===== src/rtl/sphere_to_cube_face_map_macros.svh =====
// ----------------------------------------------------------------------------
// Sphere to cube face map: assertion macros
// Shared concurrent assertion forms for the RTL of this block.
// ----------------------------------------------------------------------------
`ifndef SPHERE_TO_CUBE_FACE_MAP_MACROS_SVH
`define SPHERE_TO_CUBE_FACE_MAP_MACROS_SVH

// Same-cycle implication, disabled while reset is high
`define S2CF_ASSERT_IMPL(name, clk, rst, ante, cons) \
   name: assert property (@(posedge clk) disable iff (rst) (ante) |-> (cons)) \
      else $error("s2cf: same-cycle check failed");

// Next-cycle implication, disabled while reset is high
`define S2CF_ASSERT_NEXT(name, clk, rst, ante, cons) \
   name: assert property (@(posedge clk) disable iff (rst) (ante) |=> (cons)) \
      else $error("s2cf: next-cycle check failed");

`endif


===== src/rtl/s2cf_pkg.sv =====
// ----------------------------------------------------------------------------
// Sphere to cube face map: package
// Widths, fixed-point constants, face codes and shared types.
// ----------------------------------------------------------------------------
package s2cf_pkg;

   // Default face coordinate precision
   localparam int COORD_BITS_DEF = 16;

   // Field widths
   localparam int LON_W = 17;
   localparam int LAT_W = 16;
   localparam int ANG_W = 15;   // folded angle, 0..quarter turn
   localparam int Q_W   = 31;   // Q30 magnitude up to 1.0
   localparam int OUT_W = 16;

   // Angle limits in 1/256 degree
   localparam logic signed [LON_W-1:0] LON_MAX = 17'sd46080;
   localparam logic signed [LAT_W-1:0] LAT_MAX = 16'sd23040;
   localparam logic [LON_W-2:0] HALF_TURN    = 16'd46080;
   localparam logic [LON_W-2:0] QUARTER_TURN = 16'd23040;

   // Degrees * 256 to radians in Q30 (times 2^10)
   localparam logic [26:0] RAD_Q40 = 27'd74961321;
   localparam logic [Q_W-1:0] Q30_ONE = 31'h4000_0000;

   // Horner series divisors and their reciprocals scaled by 2^34
   localparam int HORNER_STEPS = 6;
   localparam int RECIP_SHIFT = 34;
   localparam logic [7:0] HORNER_DIV [HORNER_STEPS] = '{
      8'd156, 8'd110, 8'd72, 8'd42, 8'd20, 8'd6};
   localparam logic [31:0] HORNER_MUL [HORNER_STEPS] = '{
      32'((64'd1 << 34) / 156), 32'((64'd1 << 34) / 110),
      32'((64'd1 << 34) / 72),  32'((64'd1 << 34) / 42),
      32'((64'd1 << 34) / 20),  32'((64'd1 << 34) / 6)};

   // Sine unit pipeline stages: radians, square, three per series step, final product
   localparam int SIN_LAT = 3 * HORNER_STEPS + 3;

   // Face codes
   localparam logic [2:0] FACE_REAR   = 3'd0;
   localparam logic [2:0] FACE_FRONT  = 3'd1;
   localparam logic [2:0] FACE_EAST   = 3'd2;
   localparam logic [2:0] FACE_WEST   = 3'd3;
   localparam logic [2:0] FACE_TOP    = 3'd4;
   localparam logic [2:0] FACE_BOTTOM = 3'd5;

   typedef logic [2:0]        face_type;
   typedef logic [Q_W-1:0]    q30_type;
   typedef logic signed [31:0] vec_type;
   typedef logic [OUT_W-1:0]  coord_type;

   // Sign information that rides alongside the sine units
   typedef struct packed {
      logic lat_neg;   // latitude below zero
      logic lon_pos;   // longitude above zero
      logic lon_far;   // |longitude| beyond a quarter turn
   } side_type;

endpackage


===== src/rtl/s2cf_coord_div.sv =====
// ----------------------------------------------------------------------------
// Sphere to cube face map: face coordinate divider
// Pipelined restoring division (c + m) * 2^COORD_BITS / (2m), one bit a stage.
// ----------------------------------------------------------------------------
module s2cf_coord_div
   import s2cf_pkg::*;
#(
   parameter int COORD_BITS = COORD_BITS_DEF
)(
   input  logic              clock,
   input  logic              en,
   input  vec_type           coord,
   input  q30_type           mag,
   output logic [COORD_BITS:0] quot
);

   logic [31:0]       rem_ff [COORD_BITS];
   logic [31:0]       den_ff [COORD_BITS];
   logic [COORD_BITS:0] quo_ff [COORD_BITS+1];

   logic signed [32:0] sum0;
   logic [31:0]        num0;
   logic [31:0]        den0;
   logic               bit0;

   // Offset the coordinate into 0..2m and take the integer quotient bit
   assign sum0 = 33'(coord) + 33'($signed({2'b00, mag}));
   assign num0 = sum0[31:0];
   assign den0 = {mag, 1'b0};
   assign bit0 = (num0 >= den0);

   always_ff @(posedge clock) begin
      if (en) begin
         rem_ff[0] <= bit0 ? (num0 - den0) : num0;
         den_ff[0] <= den0;
         quo_ff[0] <= (COORD_BITS+1)'(bit0);
      end
   end

   // One fraction bit per stage
   for (genvar j = 1; j <= COORD_BITS; j++) begin : g_bit
      logic [32:0] sh;
      logic        qb;

      assign sh = {rem_ff[j-1], 1'b0};
      assign qb = (sh >= {1'b0, den_ff[j-1]});

      if (j < COORD_BITS) begin : g_mid
         always_ff @(posedge clock) begin
            if (en) begin
               rem_ff[j] <= qb ? 32'(sh - {1'b0, den_ff[j-1]}) : sh[31:0];
               den_ff[j] <= den_ff[j-1];
            end
         end
      end

      always_ff @(posedge clock) begin
         if (en) begin
            quo_ff[j] <= {quo_ff[j-1][COORD_BITS-1:0], qb};
         end
      end
   end

   assign quot = quo_ff[COORD_BITS];

endmodule


===== config.mk =====
export PLATFORM = sky130hd
export DESIGN_NAME = s2cf_coord_div
export DESIGN_NICKNAME = d
export VERILOG_FILES = /design/src/rtl/sphere_to_cube_face_map_macros.svh /design/src/rtl/s2cf_pkg.sv /design/src/rtl/s2cf_coord_div.sv
export SDC_FILE = /design/constraint.sdc
export NUM_CORES = 2
export LEC_CHECK = 0
export BUFFER_PORTS_ARGS = -buffer_cell sky130_fd_sc_hd__buf_2
export CORE_MARGIN = 2
export CORE_UTILIZATION = 64
export CTS_BUF_LIST = sky130_fd_sc_hd__clkbuf_16
export DETAILED_ROUTE_END_ITERATION = 8
export HOLD_SLACK_MARGIN = 0.05
export PLACE_DENSITY = 0.83
export SKIP_LAST_GASP = 1
export SLEW_MARGIN = 20
export SYNTH_ARGS = -nofsm -noshare
export SYNTH_HDL_FRONTEND = slang
export SYNTH_SLANG_ARGS = --single-unit

===== constraint.sdc =====
create_clock -name clock -period 5.71 [get_ports clock]
set_input_delay 1.142 -clock clock [delete_from_list [all_inputs] [get_ports clock]]
set_output_delay 1.142 -clock clock [all_outputs]
set_load 0.01 [all_outputs]

### Yosys cells after proc, flatten, opt, wreduce, memory -nomap -nowiden

Memories as Yosys holds them, arrays and structs flattened.
Cells that the tools add are included.

* bits in writable memories: 1313
* output and inout bits: 17
* memories kept: 3
* register bits after elaboration: 0

* magnitude comparators: 17
* add/sub/neg operators: 17
* muxes and demuxes: 18

Memory list
* den_ff: words 16, width 32, rd ports 16, clocked after memory_dff 0, wr ports 16, line s2cf_coord_div.sv:18 `logic [31:0] den_ff [COORD_BITS];`
* rem_ff: words 16, width 32, rd ports 16, clocked after memory_dff 0, wr ports 16, line s2cf_coord_div.sv:17 `logic [31:0] rem_ff [COORD_BITS];`
* quo_ff: words 17, width 17, rd ports 17, clocked after memory_dff 0, wr ports 17, line s2cf_coord_div.sv:19 `logic [COORD_BITS:0] quo_ff [COORD_BITS+1];`

Operators by type and width (count)
* 33-bit by 32-bit >= comparator with 1-bit output: 16
* 32-bit two-way mux: 16
* 32-bit subtractor: 16
* 32-bit adder: 1
* 32-bit >= comparator: 1
* 1-bit two-way mux: 2

### Depth between registers and ports, before layout

* word-level depth: 3
* mapped depth: 25
* depth with buffers taken out: 23

### Worst setup path after synthesis

Ideal clock, no wire load.

* kind: input-to-reg
* from: input port coord[0]
* to: memory rem_ff[0][31], data pin
* buffers on the path: 1
* arrival: 5.017 ns
* library setup time: 0.262 ns
* data required time: 5.448 ns
* setup slack: 0.431 ns
* stages on the path: 24
* path through: ha_1 inv_1 fa_1 nor2b_1 o31ai_1 a21oi_1 o21ai_1 nor3_1 o21ai_0 nand2b_1 a21oi_1 xnor2_1 ha_1 clkbuf_1 a21oi_1 nor2b_1 o21ai_0 nand2_1 a21oi_2 a31oi_1 a31o_2 a221o_1 xor2_1 mux2_1

RTL lines
* from (decl): line s2cf_coord_div.sv:12 `input vec_type coord,`
* to (decl): line s2cf_coord_div.sv:17

==> flow_metrics.tcl <==
set metrics [dict create \
    die_area_um2 109400 \
    wl_per_cell_um 17.87 \
    cts.clk_slew.worst_paths_ns 0.06 \
    synth.distinct_cells 89 \
    post-route-util_pct 71.00 \
    async_flop_share_pct 0 \
    whs_path_depth 0 \
    ir_drop_uv 307.6 \
    p_sw_w 0.01636 \
    yosys.cell_count.top_type "edfxtp_1" \
    synth_area_per_cell_um2 10.98 \
    relSlewSlack_pct 22.05 \
    finalCritPeriodShare_pct 91.96 \
    nets 7031 \
    grt.total_usage_pct 25.93 \
    ys_warn_count 0 \
    cts_made_buffers 119 \
    status "complete, no violations" \
    cts_tree "yes" \
    p_int_w 0.02657 \
    synth-main-ff-cell "edfxtp_1" \
    crit_chain "buf_2 > ha_1 > inv_1 > fa_1 > nor2b_1 > o31ai_1 > a21oi_1 > and2_1 > o21a_1 > buf_4 > nor2_1 > ha_1 > a211oi_1 > nor2_1 > o41ai_1 > o31ai_1 > buf_4 > a21oi_2 > a31oi_1 > a31o_2 > a221o_1 > xor2_1 > mux2_1" \
    boundaryPins 82 \
    fin_crit_ns 5.251 \
    gp_congestion 0.9549 \
    powerDensity_nw_per_um2 572.8 \
    min_path_type "reg -> reg" \
    ctsHoldBuffers 0 \
    fin_setup_tns_ns 0 \
    setup_violations 0 \
    clock.fmax_mhz 190.5 \
    synth.net_count 6861 \
    synth.cell_area_um2 68330 \
    initial_core_util_pct 64.73 \
    synth_seq_area_share_pct 50.36 \
    antenna_found_initial 2 \
    drv_cap 0 \
    combPwrFrac_pct 49.2 \
    synth-edff-count 1146 \
    num_rows 119 \
    worst-r2r-cell-count 11 \
    start_kind "input pin" \
    drt-initial-drc-count 2649 \
    clock_power_share_pct 18.1 \
    core_um2 105600 \
    power_frac_seq_pct 32.7 \
    clk_path_buf_depth 3 \
    rsz0062_at_grt "no" \
    slowest_stage "o41ai_1" \
    multi_input_area_um2 30940 \
    hold_viol_final 0 \
    drt_wl_total_mm 140.9 \
    critPathCaptureType "register" \
    route.detailed.drc 0 \
    yosysTopAreaCellShare_pct 50.36 \
    area_growth_pct 9.694 \
    h-tree-depth 3 \
    grt_pass1_wl_mm 230.6 \
    grt_max_degree 125 \
    synth.area.top_cells "edfxtp_1, ha_1, a21oi_1" \
    grt-ovfl-total 0 \
    hpwl_mm 105.5 \
    post-cts-setup-buffer-count 0 \
    path_class "in -> reg" \
    clk_latency_ns 0.72 \
    slowest_delay_ns 0.33 \
    worst_ep_arrival_time_ns 5.69 \
    postSynthCellCount 6222 \
    ant_nets 0 \
    cp_max_fo 4 \
    synth_area_leader_cell "edfxtp_1" \
    routed-via-count 47280 \
    clock-sinks 1146 \
    worst_pin_slew_ns 1.157 \
    die_h_um 330.8 \
    cts_root_buffer "clkbuf_16" \
    n_antenna_cell 0 \
    p_sw_share_pct 38.11 \
    ff_latch_area_um2 34410 \
    viasPerCell 5.995 \
    grt_pass1_vias 49125 \
    port_buffers 81 \
    cts_resized 0 \
    p_leak_nw 31.43 \
    fillCellCount 7201 \
    dr.pass1.iters 6 \
    clock_skew_ns 0.03312 \
    drv_slew 0 \
    drive_gt1_share_pct 8.976 \
    ys_ff_latch 1146 \
    die-width_um 330.8 \
    required_ns 6.15 \
    synthTopCellsByCount "edfxtp_1, inv_1, ha_1" \
]
[flip-flops by register name, summed over array words and instances (netlist names)]
| signal | flops |
|---|---|
| rem_ff | 497 |
| den_ff | 496 |
| quo_ff | 153 |
[cells by family after synthesis]
logic type	synth area share, %
AND/OR/NAND/NOR	9.060
adder cells (fa/ha/maj)	10.70
AO/OA/AOI/OAI	16.35
buffers and inverters	4.574
XOR/XNOR	5.640
flip-flops	50.36
multiplexers	3.316
[metrics by stage]
step,hold slack (ns),total power [W],std cells,area (um^2),setup slack [ns]
2_1_floorplan,0.4003,0.02985,6222,68330,0.4307
3_3_place_gp,0.4003,0.03411,7661,70950,-0.1697
3_5_place_dp,0.4045,0.03490,7662,70980,-0.1828
4_1_cts,0.4083,0.04289,7886,74950,0.5602
5_1_grt,0.4192,0.04596,7886,74950,0.2178
6_report,0.4070,0.04294,7886,74950,0.4594
[cells in the final DEF, fill, tap and decap left out, drive strengths merged, types with 13 or more instances in the layout]
master and n:
a21oi 541, clkinv 56, or3 21, a31oi 58
bufinv 15, a41oi 15, inv 674, nand3 87
edfxtp 1146, and4 16, o21bai 72, nor2 414
xor2 174, and2 28, clkbuf 121, o31ai 40
ha 557, mux2 195, nor3 74, o31a 25
xnor2 266, a21o 277, o211ai 20, buf 196
a211oi 54, fa 17, nand2 359, nand4 75
o21a 80, nor2b 68, a311oi 13, or2 24
a21boi 26, and3 43, nand2b 68, a31o 14
o21ai 375, a211o 19
[critical path: cells and delay by family]
kind                       cells  cell delay, ns
AOI/OAI and AO/OA             10            2.47
xor gates and xnor gates       1            0.14
adders and majority gates      3            0.65
buffers and inverters          4            0.49
muxes                          1            0.29
and+or+nand+nor                4            0.52
[power by group through the flow]
stage / combinational, W / clock, W / sequential [W]
after floorplan: 0.0161 / 0 / 0.0137
after global placement: 0.0201 / 0 / 0.0140
after detailed placement: 0.0208 / 0 / 0.0141
after CTS: 0.0210 / 0.00791 / 0.0140
after global routing: 0.0234 / 0.00827 / 0.0143
final: 0.0211 / 0.00778 / 0.0140
[layer usage]
layer	global-route usage [%]	vias to the layer above	share of wire, %
li1	-	23177	-
met1	24.52	22406	35
met2	52.02	1205	55
met3	2.899	492	3.4
met4	16.47	0	6.6
met5	0	-	0
[layout make-up]
class | count | area share (%)
Clock buffer | 121 | 4.040
Timing Repair Buffer | 196 | 1.916
Inverter | 654 | 3.275
Clock inverter | 103 | 1.255
Sequential cell | 1146 | 45.91
Tap cell | 1391 | 2.322
Multi-Input combinational cell | 4275 | 41.28
[path summary, 6_finish.rpt]
path	startpoint	to	slack, ns
worst min register to register	quo_ff[0][252]	quo_ff[0][270]	0.41
worst max register to register	den_ff[0][225]	rem_ff[4][12]	1.37
worst min-delay path	quo_ff[0][252]	quo_ff[0][270]	0.41
worst max-delay path	mag[0]	rem_ff[0][31]	0.46
No activity file was read; power rests on OpenSTA's default activity.
